$ cat src/sv/shake_integrator_hit_detector_macros.svh
// ----------------------------------------------------------------------------
// Shake integrator hit detector - assertion macros
// Shared property forms used by the block's concurrent checks.
// ----------------------------------------------------------------------------
`ifndef SHAKE_INTEGRATOR_HIT_DETECTOR_MACROS_SVH
`define SHAKE_INTEGRATOR_HIT_DETECTOR_MACROS_SVH

// same-cycle implication
`define SHID_ASSERT_IMP(lbl, clk, rst_n, ante, cons, msg) \
    lbl: assert property (@(posedge clk) disable iff (!rst_n) (ante) |-> (cons)) \
        else $error(msg);

// next-cycle implication
`define SHID_ASSERT_NXT(lbl, clk, rst_n, ante, cons, msg) \
    lbl: assert property (@(posedge clk) disable iff (!rst_n) (ante) |=> (cons)) \
        else $error(msg);

`endif

$ cat src/sv/shid_pkg.sv
`timescale 1ns / 1ps
// ----------------------------------------------------------------------------
// shid_pkg
// Widths, register codes, defaults and shared types of the shake integrator.
// ----------------------------------------------------------------------------
package shid_pkg;

    localparam int SAMPLE_W    = 16;
    localparam int TIME_W      = 32;
    localparam int CHANGE_W    = 18;
    localparam int LEVEL_W     = 17;
    localparam int GAIN_W      = 8;
    localparam int FADE_W      = 16;
    localparam int SCALED_W    = CHANGE_W + GAIN_W;
    localparam int T_W         = SCALED_W + 2;
    localparam int PROD_W      = SCALED_W + FADE_W;
    localparam int NUM_AXES    = 3;
    localparam int CFG_INDEX_W = 3;
    localparam int CFG_DATA_W  = 18;

    localparam int DEF_MAX_LEVEL        = 76800;
    localparam int DEF_WINDOW_DELAY_MS  = 1200;
    localparam int DEF_WINDOW_LENGTH_MS = 2500;
    localparam int DEF_SAMPLE_BITS      = 16;

    typedef enum logic [CFG_INDEX_W-1:0] {
        CFG_ACCEL_THRESHOLD  = 3'd0,
        CFG_CHANGE_CUTOFF    = 3'd1,
        CFG_MAX_CHANGE       = 3'd2,
        CFG_INTEGRATION_GAIN = 3'd3,
        CFG_FADE_OFFSET      = 3'd4,
        CFG_FADE_SCALING     = 3'd5,
        CFG_HIT_START_LEVEL  = 3'd6,
        CFG_HIT_MIN_CHANGE   = 3'd7
    } t_cfg_index;

    typedef enum logic [2:0] {
        ST_IDLE,
        ST_MERGE,
        ST_SCALE,
        ST_PRODUCT,
        ST_FINISH
    } t_state;

    typedef struct packed {
        logic [SAMPLE_W-1:0] accel_threshold;
        logic [CHANGE_W-1:0] change_cutoff;
        logic [CHANGE_W-1:0] max_change;
        logic [GAIN_W-1:0]   integration_gain;
        logic [LEVEL_W-1:0]  fade_offset;
        logic [FADE_W-1:0]   fade_scaling;
        logic [LEVEL_W-1:0]  hit_start_level;
        logic [CHANGE_W-1:0] hit_min_change;
    } t_cfg;

    localparam t_cfg CFG_RESET = '{
        accel_threshold:  16'd1,
        change_cutoff:    18'd10,
        max_change:       18'd50,
        integration_gain: 8'd41,
        fade_offset:      17'd384,
        fade_scaling:     16'd62259,
        hit_start_level:  17'd3840,
        hit_min_change:   18'd300
    };

    typedef struct packed {
        logic scale;
        logic product;
        logic finish;
    } t_integ_ctrl;

    typedef struct packed {
        logic [LEVEL_W-1:0] level;
        logic               armed;
        logic               hit_seen;
        logic               window_expired;
        logic               just_armed;
    } t_result;

endpackage

$ cat src/sv/shake_integrator_hit_detector.sv
`timescale 1ns / 1ps
// ----------------------------------------------------------------------------
// shake_integrator_hit_detector
// Three axis lanes, a merge stage and a leaky integrator with hit window.
//
//   channel  direction  handshake               payload
//   in       sink       i_in_valid/o_in_stall   i_axis_x/y/z, i_sample_time_ms
//   out      source     o_out_valid/i_out_stall o_level, o_armed, o_hit_seen,
//                                               o_window_expired, o_just_armed
//   cfg      sink       i_cfg_wr_en             i_cfg_index, i_cfg_data
//
// Each beat passes through five steps in turn: accept (lanes), merge, scale, product, finish.
// The finish step holds while the output register still holds an untaken beat.
// o_in_stall is high from accept until the finish step has loaded the result.
// Synchronous active-low reset clears lane history, integrator and window.
// ----------------------------------------------------------------------------
module shake_integrator_hit_detector #(
    parameter int MAX_LEVEL        = shid_pkg::DEF_MAX_LEVEL,
    parameter int WINDOW_DELAY_MS  = shid_pkg::DEF_WINDOW_DELAY_MS,
    parameter int WINDOW_LENGTH_MS = shid_pkg::DEF_WINDOW_LENGTH_MS,
    parameter int SAMPLE_BITS      = shid_pkg::DEF_SAMPLE_BITS
) (
    input  logic                             i_clk,
    input  logic                             i_rst_n,
    input  logic                             i_in_valid,
    output logic                             o_in_stall,
    input  logic [shid_pkg::SAMPLE_W-1:0]    i_axis_x,
    input  logic [shid_pkg::SAMPLE_W-1:0]    i_axis_y,
    input  logic [shid_pkg::SAMPLE_W-1:0]    i_axis_z,
    input  logic [shid_pkg::TIME_W-1:0]      i_sample_time_ms,
    output logic                             o_out_valid,
    input  logic                             i_out_stall,
    output logic [shid_pkg::LEVEL_W-1:0]     o_level,
    output logic                             o_armed,
    output logic                             o_hit_seen,
    output logic                             o_window_expired,
    output logic                             o_just_armed,
    input  logic                             i_cfg_wr_en,
    input  logic [shid_pkg::CFG_INDEX_W-1:0] i_cfg_index,
    input  logic [shid_pkg::CFG_DATA_W-1:0]  i_cfg_data
);

    shid_pkg::t_state      r_state, n_state;
    shid_pkg::t_cfg        r_cfg;
    shid_pkg::t_integ_ctrl ctrl;
    shid_pkg::t_result     result;
    shid_pkg::t_result     r_out;
    logic                  r_out_valid;
    logic [shid_pkg::TIME_W-1:0] r_time;
    logic                  accept;
    logic                  out_free;
    logic                  merge_load;

    logic [shid_pkg::SAMPLE_W-1:0] axis   [shid_pkg::NUM_AXES];
    logic [shid_pkg::SAMPLE_W-1:0] contrib[shid_pkg::NUM_AXES];
    logic [shid_pkg::CHANGE_W-1:0] change;

    assign axis[0] = i_axis_x;
    assign axis[1] = i_axis_y;
    assign axis[2] = i_axis_z;

    assign accept   = i_in_valid && !o_in_stall;
    assign out_free = !r_out_valid || !i_out_stall;

    // configuration registers
    always_ff @(posedge i_clk) begin
        if (!i_rst_n) begin
            r_cfg <= shid_pkg::CFG_RESET;
        end else if (i_cfg_wr_en) begin
            unique case (shid_pkg::t_cfg_index'(i_cfg_index))
                shid_pkg::CFG_ACCEL_THRESHOLD:
                    r_cfg.accel_threshold <= i_cfg_data[shid_pkg::SAMPLE_W-1:0];
                shid_pkg::CFG_CHANGE_CUTOFF:
                    r_cfg.change_cutoff <= i_cfg_data[shid_pkg::CHANGE_W-1:0];
                shid_pkg::CFG_MAX_CHANGE:
                    r_cfg.max_change <= i_cfg_data[shid_pkg::CHANGE_W-1:0];
                shid_pkg::CFG_INTEGRATION_GAIN:
                    r_cfg.integration_gain <= i_cfg_data[shid_pkg::GAIN_W-1:0];
                shid_pkg::CFG_FADE_OFFSET:
                    r_cfg.fade_offset <= i_cfg_data[shid_pkg::LEVEL_W-1:0];
                shid_pkg::CFG_FADE_SCALING:
                    r_cfg.fade_scaling <= i_cfg_data[shid_pkg::FADE_W-1:0];
                shid_pkg::CFG_HIT_START_LEVEL:
                    r_cfg.hit_start_level <= i_cfg_data[shid_pkg::LEVEL_W-1:0];
                shid_pkg::CFG_HIT_MIN_CHANGE:
                    r_cfg.hit_min_change <= i_cfg_data[shid_pkg::CHANGE_W-1:0];
                default: ;
            endcase
        end
    end

    // sequencer
    always_ff @(posedge i_clk) begin
        if (!i_rst_n) begin
            r_state <= shid_pkg::ST_IDLE;
        end else begin
            r_state <= n_state;
        end
    end

    always_comb begin
        n_state      = r_state;
        o_in_stall   = 1'b1;
        merge_load   = 1'b0;
        ctrl         = '0;
        unique case (r_state)
            shid_pkg::ST_IDLE: begin
                o_in_stall = 1'b0;
                if (i_in_valid) begin
                    n_state = shid_pkg::ST_MERGE;
                end
            end
            shid_pkg::ST_MERGE: begin
                merge_load = 1'b1;
                n_state    = shid_pkg::ST_SCALE;
            end
            shid_pkg::ST_SCALE: begin
                ctrl.scale = 1'b1;
                n_state    = shid_pkg::ST_PRODUCT;
            end
            shid_pkg::ST_PRODUCT: begin
                ctrl.product = 1'b1;
                n_state      = shid_pkg::ST_FINISH;
            end
            shid_pkg::ST_FINISH: begin
                if (out_free) begin
                    ctrl.finish = 1'b1;
                    n_state     = shid_pkg::ST_IDLE;
                end
            end
            default: n_state = shid_pkg::ST_IDLE;
        endcase
    end

    always_ff @(posedge i_clk) begin
        if (accept) begin
            r_time <= i_sample_time_ms;
        end
    end

    genvar g;
    generate
        for (g = 0; g < shid_pkg::NUM_AXES; g++) begin : g_lane
            shid_lane #(
                .SAMPLE_BITS (SAMPLE_BITS)
            ) u_lane (
                .i_clk       (i_clk),
                .i_rst_n     (i_rst_n),
                .i_load      (accept),
                .i_sample    (axis[g]),
                .i_threshold (r_cfg.accel_threshold),
                .o_contrib   (contrib[g])
            );
        end
    endgenerate

    shid_merge u_merge (
        .i_clk     (i_clk),
        .i_load    (merge_load),
        .i_contrib (contrib),
        .i_cutoff  (r_cfg.change_cutoff),
        .o_change  (change)
    );

    shid_integ #(
        .MAX_LEVEL        (MAX_LEVEL),
        .WINDOW_DELAY_MS  (WINDOW_DELAY_MS),
        .WINDOW_LENGTH_MS (WINDOW_LENGTH_MS)
    ) u_integ (
        .i_clk    (i_clk),
        .i_rst_n  (i_rst_n),
        .i_ctrl   (ctrl),
        .i_cfg    (r_cfg),
        .i_change (change),
        .i_time   (r_time),
        .o_result (result)
    );

    // output register
    always_ff @(posedge i_clk) begin
        if (!i_rst_n) begin
            r_out_valid <= 1'b0;
        end else if (ctrl.finish) begin
            r_out_valid <= 1'b1;
        end else if (!i_out_stall) begin
            r_out_valid <= 1'b0;
        end
    end

    always_ff @(posedge i_clk) begin
        if (ctrl.finish) begin
            r_out <= result;
        end
    end

    assign o_out_valid      = r_out_valid;
    assign o_level          = r_out.level;
    assign o_armed          = r_out.armed;
    assign o_hit_seen       = r_out.hit_seen;
    assign o_window_expired = r_out.window_expired;
    assign o_just_armed     = r_out.just_armed;

`include "shake_integrator_hit_detector_macros.svh"

    `SHID_ASSERT_IMP(a_hit_xor_expire, i_clk, i_rst_n, o_out_valid,
        !(o_hit_seen && o_window_expired), "hit and window expiry on one beat")
    `SHID_ASSERT_IMP(a_just_armed_armed, i_clk, i_rst_n, o_out_valid && o_just_armed,
        o_armed, "just_armed without armed")
    `SHID_ASSERT_IMP(a_level_max, i_clk, i_rst_n, o_out_valid,
        o_level <= shid_pkg::LEVEL_W'(MAX_LEVEL), "level above maximum")
    `SHID_ASSERT_NXT(a_finish_loads, i_clk, i_rst_n, ctrl.finish,
        o_out_valid && r_state == shid_pkg::ST_IDLE, "finish did not present a beat")

endmodule

$ cat src/sv/shid_lane.sv
`timescale 1ns / 1ps
// ----------------------------------------------------------------------------
// shid_lane
// One axis: change against the last kept value, threshold test, keep update.
// ----------------------------------------------------------------------------
module shid_lane #(
    parameter int SAMPLE_BITS = shid_pkg::DEF_SAMPLE_BITS
) (
    input  logic                          i_clk,
    input  logic                          i_rst_n,
    input  logic                          i_load,
    input  logic [shid_pkg::SAMPLE_W-1:0] i_sample,
    input  logic [shid_pkg::SAMPLE_W-1:0] i_threshold,
    output logic [shid_pkg::SAMPLE_W-1:0] o_contrib
);

    localparam int DW = shid_pkg::SAMPLE_W + 1;

    logic [shid_pkg::SAMPLE_W-1:0] r_last;
    logic [shid_pkg::SAMPLE_W-1:0] r_contrib;
    logic signed [DW-1:0]          cur_ext;
    logic signed [DW-1:0]          prev_ext;
    logic signed [DW-1:0]          diff;
    logic [DW-1:0]                 abs_diff;
    logic                          take;

    always_comb begin
        cur_ext  = $signed({{(DW-SAMPLE_BITS){i_sample[SAMPLE_BITS-1]}},
                            i_sample[SAMPLE_BITS-1:0]});
        prev_ext = $signed({{(DW-SAMPLE_BITS){r_last[SAMPLE_BITS-1]}},
                            r_last[SAMPLE_BITS-1:0]});
        diff     = cur_ext - prev_ext;
        abs_diff = diff[DW-1] ? DW'(-diff) : DW'(diff);
        take     = abs_diff > {1'b0, i_threshold};
    end

    always_ff @(posedge i_clk) begin
        if (!i_rst_n) begin
            r_last    <= '0;
            r_contrib <= '0;
        end else if (i_load) begin
            // |diff| never exceeds 65535, so the top bit is always clear
            r_contrib <= take ? abs_diff[shid_pkg::SAMPLE_W-1:0] : '0;
            if (take) begin
                r_last <= cur_ext[shid_pkg::SAMPLE_W-1:0];
            end
        end
    end

    assign o_contrib = r_contrib;

endmodule

$ cat src/sv/shid_merge.sv
`timescale 1ns / 1ps
// ----------------------------------------------------------------------------
// shid_merge
// Sums the lane changes and takes off the cutoff, floor zero.
// ----------------------------------------------------------------------------
module shid_merge (
    input  logic                          i_clk,
    input  logic                          i_load,
    input  logic [shid_pkg::SAMPLE_W-1:0] i_contrib [shid_pkg::NUM_AXES],
    input  logic [shid_pkg::CHANGE_W-1:0] i_cutoff,
    output logic [shid_pkg::CHANGE_W-1:0] o_change
);

    logic [shid_pkg::CHANGE_W-1:0] r_change;
    logic [shid_pkg::CHANGE_W-1:0] sum;

    always_comb begin
        sum = '0;
        for (int k = 0; k < shid_pkg::NUM_AXES; k++) begin
            sum = sum + shid_pkg::CHANGE_W'(i_contrib[k]);
        end
    end

    always_ff @(posedge i_clk) begin
        if (i_load) begin
            r_change <= (sum > i_cutoff) ? sum - i_cutoff : '0;
        end
    end

    assign o_change = r_change;

endmodule

$ cat src/sv/shid_integ.sv
`timescale 1ns / 1ps
// ----------------------------------------------------------------------------
// shid_integ
// Hit window check, gain scaling and leaky Q.8 integrator with arming.
// ----------------------------------------------------------------------------
module shid_integ #(
    parameter int MAX_LEVEL        = shid_pkg::DEF_MAX_LEVEL,
    parameter int WINDOW_DELAY_MS  = shid_pkg::DEF_WINDOW_DELAY_MS,
    parameter int WINDOW_LENGTH_MS = shid_pkg::DEF_WINDOW_LENGTH_MS
) (
    input  logic                          i_clk,
    input  logic                          i_rst_n,
    input  shid_pkg::t_integ_ctrl         i_ctrl,
    input  shid_pkg::t_cfg                i_cfg,
    input  logic [shid_pkg::CHANGE_W-1:0] i_change,
    input  logic [shid_pkg::TIME_W-1:0]   i_time,
    output shid_pkg::t_result             o_result
);

    localparam int WIN_END = WINDOW_DELAY_MS + WINDOW_LENGTH_MS;
    localparam int LV_W    = shid_pkg::PROD_W - shid_pkg::FADE_W;

    logic [shid_pkg::LEVEL_W-1:0]  r_integrator;
    logic                          r_active;
    logic [shid_pkg::TIME_W-1:0]   r_arm_time;
    logic [shid_pkg::SCALED_W-1:0] r_scaled;
    logic [shid_pkg::PROD_W-1:0]   r_prod;
    logic                          r_hit;
    logic                          r_expired;

    logic [shid_pkg::TIME_W-1:0]   elapsed;
    logic                          past_delay;
    logic                          in_window;
    logic                          n_hit;
    logic                          n_expired;
    logic [shid_pkg::CHANGE_W-1:0] clamped;
    logic [shid_pkg::SCALED_W-1:0] n_scaled;
    logic signed [shid_pkg::T_W-1:0] t_sum;
    logic [shid_pkg::PROD_W-1:0]   n_prod;
    logic [LV_W-1:0]               lv;
    logic [shid_pkg::LEVEL_W-1:0]  level;
    logic                          arm;

    always_comb begin
        elapsed    = i_time - r_arm_time;
        past_delay = elapsed > shid_pkg::TIME_W'(WINDOW_DELAY_MS);
        in_window  = elapsed < shid_pkg::TIME_W'(WIN_END);
        n_hit      = r_active && past_delay && in_window
                     && (i_change > i_cfg.hit_min_change);
        n_expired  = r_active && past_delay && !in_window;
        clamped    = (i_change > i_cfg.max_change) ? i_cfg.max_change : i_change;
        n_scaled   = shid_pkg::SCALED_W'(clamped)
                     * shid_pkg::SCALED_W'(i_cfg.integration_gain);
    end

    always_comb begin
        t_sum = $signed(shid_pkg::T_W'(r_integrator)) + $signed(shid_pkg::T_W'(r_scaled))
                - $signed(shid_pkg::T_W'(i_cfg.fade_offset));
        // non-positive sum leaks straight to zero
        if (t_sum[shid_pkg::T_W-1] || (t_sum == '0)) begin
            n_prod = '0;
        end else begin
            n_prod = shid_pkg::PROD_W'(t_sum[shid_pkg::SCALED_W-1:0])
                     * shid_pkg::PROD_W'(i_cfg.fade_scaling);
        end
    end

    always_comb begin
        lv    = r_prod[shid_pkg::PROD_W-1:shid_pkg::FADE_W];
        level = (lv > LV_W'(MAX_LEVEL)) ? shid_pkg::LEVEL_W'(MAX_LEVEL)
                                        : lv[shid_pkg::LEVEL_W-1:0];
        arm   = !r_active && (level >= i_cfg.hit_start_level);
        o_result.level          = level;
        o_result.armed          = r_active || arm;
        o_result.hit_seen       = r_hit;
        o_result.window_expired = r_expired;
        o_result.just_armed     = arm;
    end

    always_ff @(posedge i_clk) begin
        if (!i_rst_n) begin
            r_integrator <= '0;
            r_active     <= 1'b0;
            r_arm_time   <= '0;
            r_hit        <= 1'b0;
            r_expired    <= 1'b0;
        end else begin
            if (i_ctrl.scale) begin
                r_hit     <= n_hit;
                r_expired <= n_expired;
                if (n_hit || n_expired) begin
                    r_active <= 1'b0;
                end
            end
            if (i_ctrl.finish) begin
                r_integrator <= level;
                if (arm) begin
                    r_active   <= 1'b1;
                    r_arm_time <= i_time;
                end
            end
        end
    end

    always_ff @(posedge i_clk) begin
        if (i_ctrl.scale) begin
            r_scaled <= n_scaled;
        end
        if (i_ctrl.product) begin
            r_prod <= n_prod;
        end
    end

endmodule
$ cat config.mk
export PLATFORM = sky130hd
export DESIGN_NAME = shake_integrator_hit_detector
export DESIGN_NICKNAME = d
export VERILOG_FILES = /design/src/sv/shid_pkg.sv /design/src/sv/shake_integrator_hit_detector.sv /design/src/sv/shid_lane.sv /design/src/sv/shid_merge.sv /design/src/sv/shid_integ.sv
export VERILOG_INCLUDE_DIRS = /design/src /design/src/sv
export SDC_FILE = /design/constraint.sdc
export NUM_CORES = 2
export LEC_CHECK = 0
export ABC_AREA = 1
export BUFFER_PORTS_ARGS = -buffer_cell sky130_fd_sc_hd__buf_2
export CORE_MARGIN = 3
export CORE_UTILIZATION = 45
export CTS_CLUSTER_SIZE = 24
export DETAILED_ROUTE_END_ITERATION = 8
export PLACE_DENSITY = 0.62
export SLEW_MARGIN = 20
export SYNTH_ARGS = -nofsm -noshare
export SYNTH_HDL_FRONTEND = slang
export SYNTH_SLANG_ARGS = --single-unit
export TNS_END_PERCENT = 50
$ cat constraint.sdc
create_clock -name i_clk -period 18.2 [get_ports i_clk]
set_input_delay 3.64 -clock i_clk [delete_from_list [all_inputs] [get_ports i_clk]]
set_output_delay 3.64 -clock i_clk [all_outputs]
set_load 0.01 [all_outputs]
==> flow_summary.yaml <==
run_status:
  status: "completed"
synth:
  synthFlopType: "dfxtp_1"
  async_flop_share: 0
  yosys-top-cells-count: "nand2_1 (1345), inv_1 (1196), nor2_1 (647), a21oi_1 (468), fa_1 (438)"
  synthesis.area_um2: 45000
  synthSimpleGateAreaFrac: 0.219
  muxShareOfSynthArea: 0
  ys_ff_latch: 403
  synth.top_cell.area_share: 0.195
  yosys.area.top_type: "fa_1"
  synth_xor_area_frac: 0.0365
  yosysMostFrequentCell: "nand2_1"
  ys_seq_area_frac: 0.207
  synth_edf_count: 123
  synth_top_family_by_area: "adder cells"
  synth.avg_cell_area_um2: 7.32
  yosysWarnings: 0
  synth-compound-area-share: 0.109
  synthCells: 6148
  synthAdderAreaFrac: 0.313
  synthTopCellsByArea: "fa_1 (19%), dfxtp_1 (12%), ha_1 (12%), nand2_1 (11%), inv_1 (10%)"
  synth_cell_types: 62
  syn_nets: 7116
sta:
  fin_hold_ws_ps: 436
  period_needed_ps: 9500
  slew_headroom: 0.213
  fin_skew_ps: 30.0
  drv_slew: 0
  fin_setup_tns_ps: 0
  tightest_slew_ps: 1180
  finalSetupViolCount: 0
  fin_ws_ps: 8700
  rsz0062_at_grt: "no"
  period_share: 0.522
  finalHoldViolCount: 0
  fmax_mhz: 105
place:
  dp.final_hpwl_mm: 108
  pre_cts_slack_ps: 8880
  gp_congestion: 0.964
  port_buffers: 128
global_routing:
  grt_usage: 0.265
  grt_pass1_vias: 39136
  grt_max_degree: 98
  overflow: 0
  antenna_found_initial: 10
  grt_first_pass_wirelength_mm: 216
layout:
  area_growth_pct: 8.16
  drive_gt1_frac: 0.0566
  nNetsFinal: 7176
  fill_cells: 9930
  regArea_um2: 9300
  multi_input_area_um2: 30500
critical_path:
  cp_max_fo: 10
  critPathMaxStageDelay_ps: 740
  cp_top_family: "adder cells"
  startpoint_type: "flip-flop"
  worstSetupEndpointType: "flip-flop"
  crit_buf_inv: 5
  r2r_slack_ps: 8700
  path_class: "flip-flop to flip-flop"
  cp.required_ps: 18560
  cp_data_arrival_time_ps: 9860
  crit_slowest_cell: "xor2_1"
cts:
  cts_root_buf: "clkbuf_16"
  htreeDepth: 2
  cts.hold.buffers_added: 0
  cts_sinks: 403
  numCtsBuffers: 51
  insertion_delay_ps: 640
  clkTransAtPathRegs_ps: 60
  cts_max_path_buffers: 3
  cts_resized: 0
  cts_setup_buffers: 0
  cts_tree: "built"
floorplanning:
  ios: 129
  initial_utilization: 0.455
  rows: 115
  dieArea_um2: 104000
  coreArea_um2: 98900
  die_w_um: 322
  chipHeight_um: 322
drt:
  first_iter_violations: 2909
  wl_mm: 135
  vias: 39262
  drcViolationCount: 0
  viasPerCell: 5.21
  dr.pass1.iters: 8
  antenna_left: 0
  wire_per_inst_um: 17.9
min_path:
  hp-class: "flip-flop to flip-flop"
run:
  maxCapViolations: 0
[placed cells by master (no fill, tap or decap), drive strengths merged, types with 67 or more instances in the layout]
cell type     n
a21oi       471
buf         159
clkbuf       67
dfxtp       280
edfxtp      123
fa          438
ha          424
inv        1207
nand2      1358
nand3       201
nand4        69
nor2        681
o21ai       325
xor2        130
[worst register-to-register path: cells and delay by family (launching register included)]
kind	cells	cell delay, ps
adders and majority gates	10	4140
AOI/OAI and AO/OA	7	1620
and+or+nand+nor	11	1160
xor gates and xnor gates	3	1050
buffers and inverters	5	910
DFF	1	380
[routing by layer]
layer	vias to the layer above	wire length [um]	global-route usage
met3	258	8550	0.0409
met1	18605	58200	0.343
met2	1094	63100	0.450
met4	4	5300	0.0962
met5	-	34	0
li1	19301	-	-
[metrics by stage]
step,cells,area (um2),utilization
after global placement,7442,46900,0.474
after floorplan,6148,45000,-
final,7538,48700,0.493
after detailed placement,7442,46900,0.474
after global routing,7537,48700,0.493
after CTS,7537,48700,0.493
[area by class of cell]
type                            instances  share of cell area
Antenna cell                            1           0.0000514
Clock buffer                           67              0.0293
Clock inverter                         28             0.00794
Inverter                             1224              0.0944
Multi-Input combinational cell       4369               0.626
Sequential cell                       403               0.191
Tap cell                             1287              0.0331
Timing Repair Buffer                  159              0.0181
[registers in the layout (all words and copies together), names as in the netlist]
name	count
u_integ.r_hit	1
o_out_valid	1
g_lane.u_lane.r_last	48
o_level	17
u_integ.r_expired	1
r_state	3
o_just_armed	1
u_merge.o_change	18
r_time	32
u_integ.r_prod	26
u_integ.r_scaled	26
o_hit_seen	1
o_window_expired	1
u_integ.r_active	1
g_lane.u_lane.o_contrib	48
u_integ.r_integrator	17
o_armed	1
u_integ.r_arm_time	32
r_cfg	128
[cell families after synthesis]
group,Yosys count
adders and majority gates,862
xor gates and xnor gates,184
AOI/OAI and AO/OA,912
and+or+nand+nor,2411
buffers and inverters,1376
DFF,403
[final timing paths]
| check | endpoint | from | cells after the start |
|---|---|---|---|
| worst max-delay path | u_integ.r_prod[36] | u_integ.r_scaled[0] | 36 |
| worst min-delay path | o_hit_seen | u_integ.r_hit | 0 |
| worst min register to register | o_hit_seen | u_integ.r_hit | 0 |
| worst max register to register | u_integ.r_prod[36] | u_integ.r_scaled[0] | 36 |
Power is left out: the tool's default activity adds up to more than one toggle a clock period on the data nets, which glitch-free logic cannot reach.
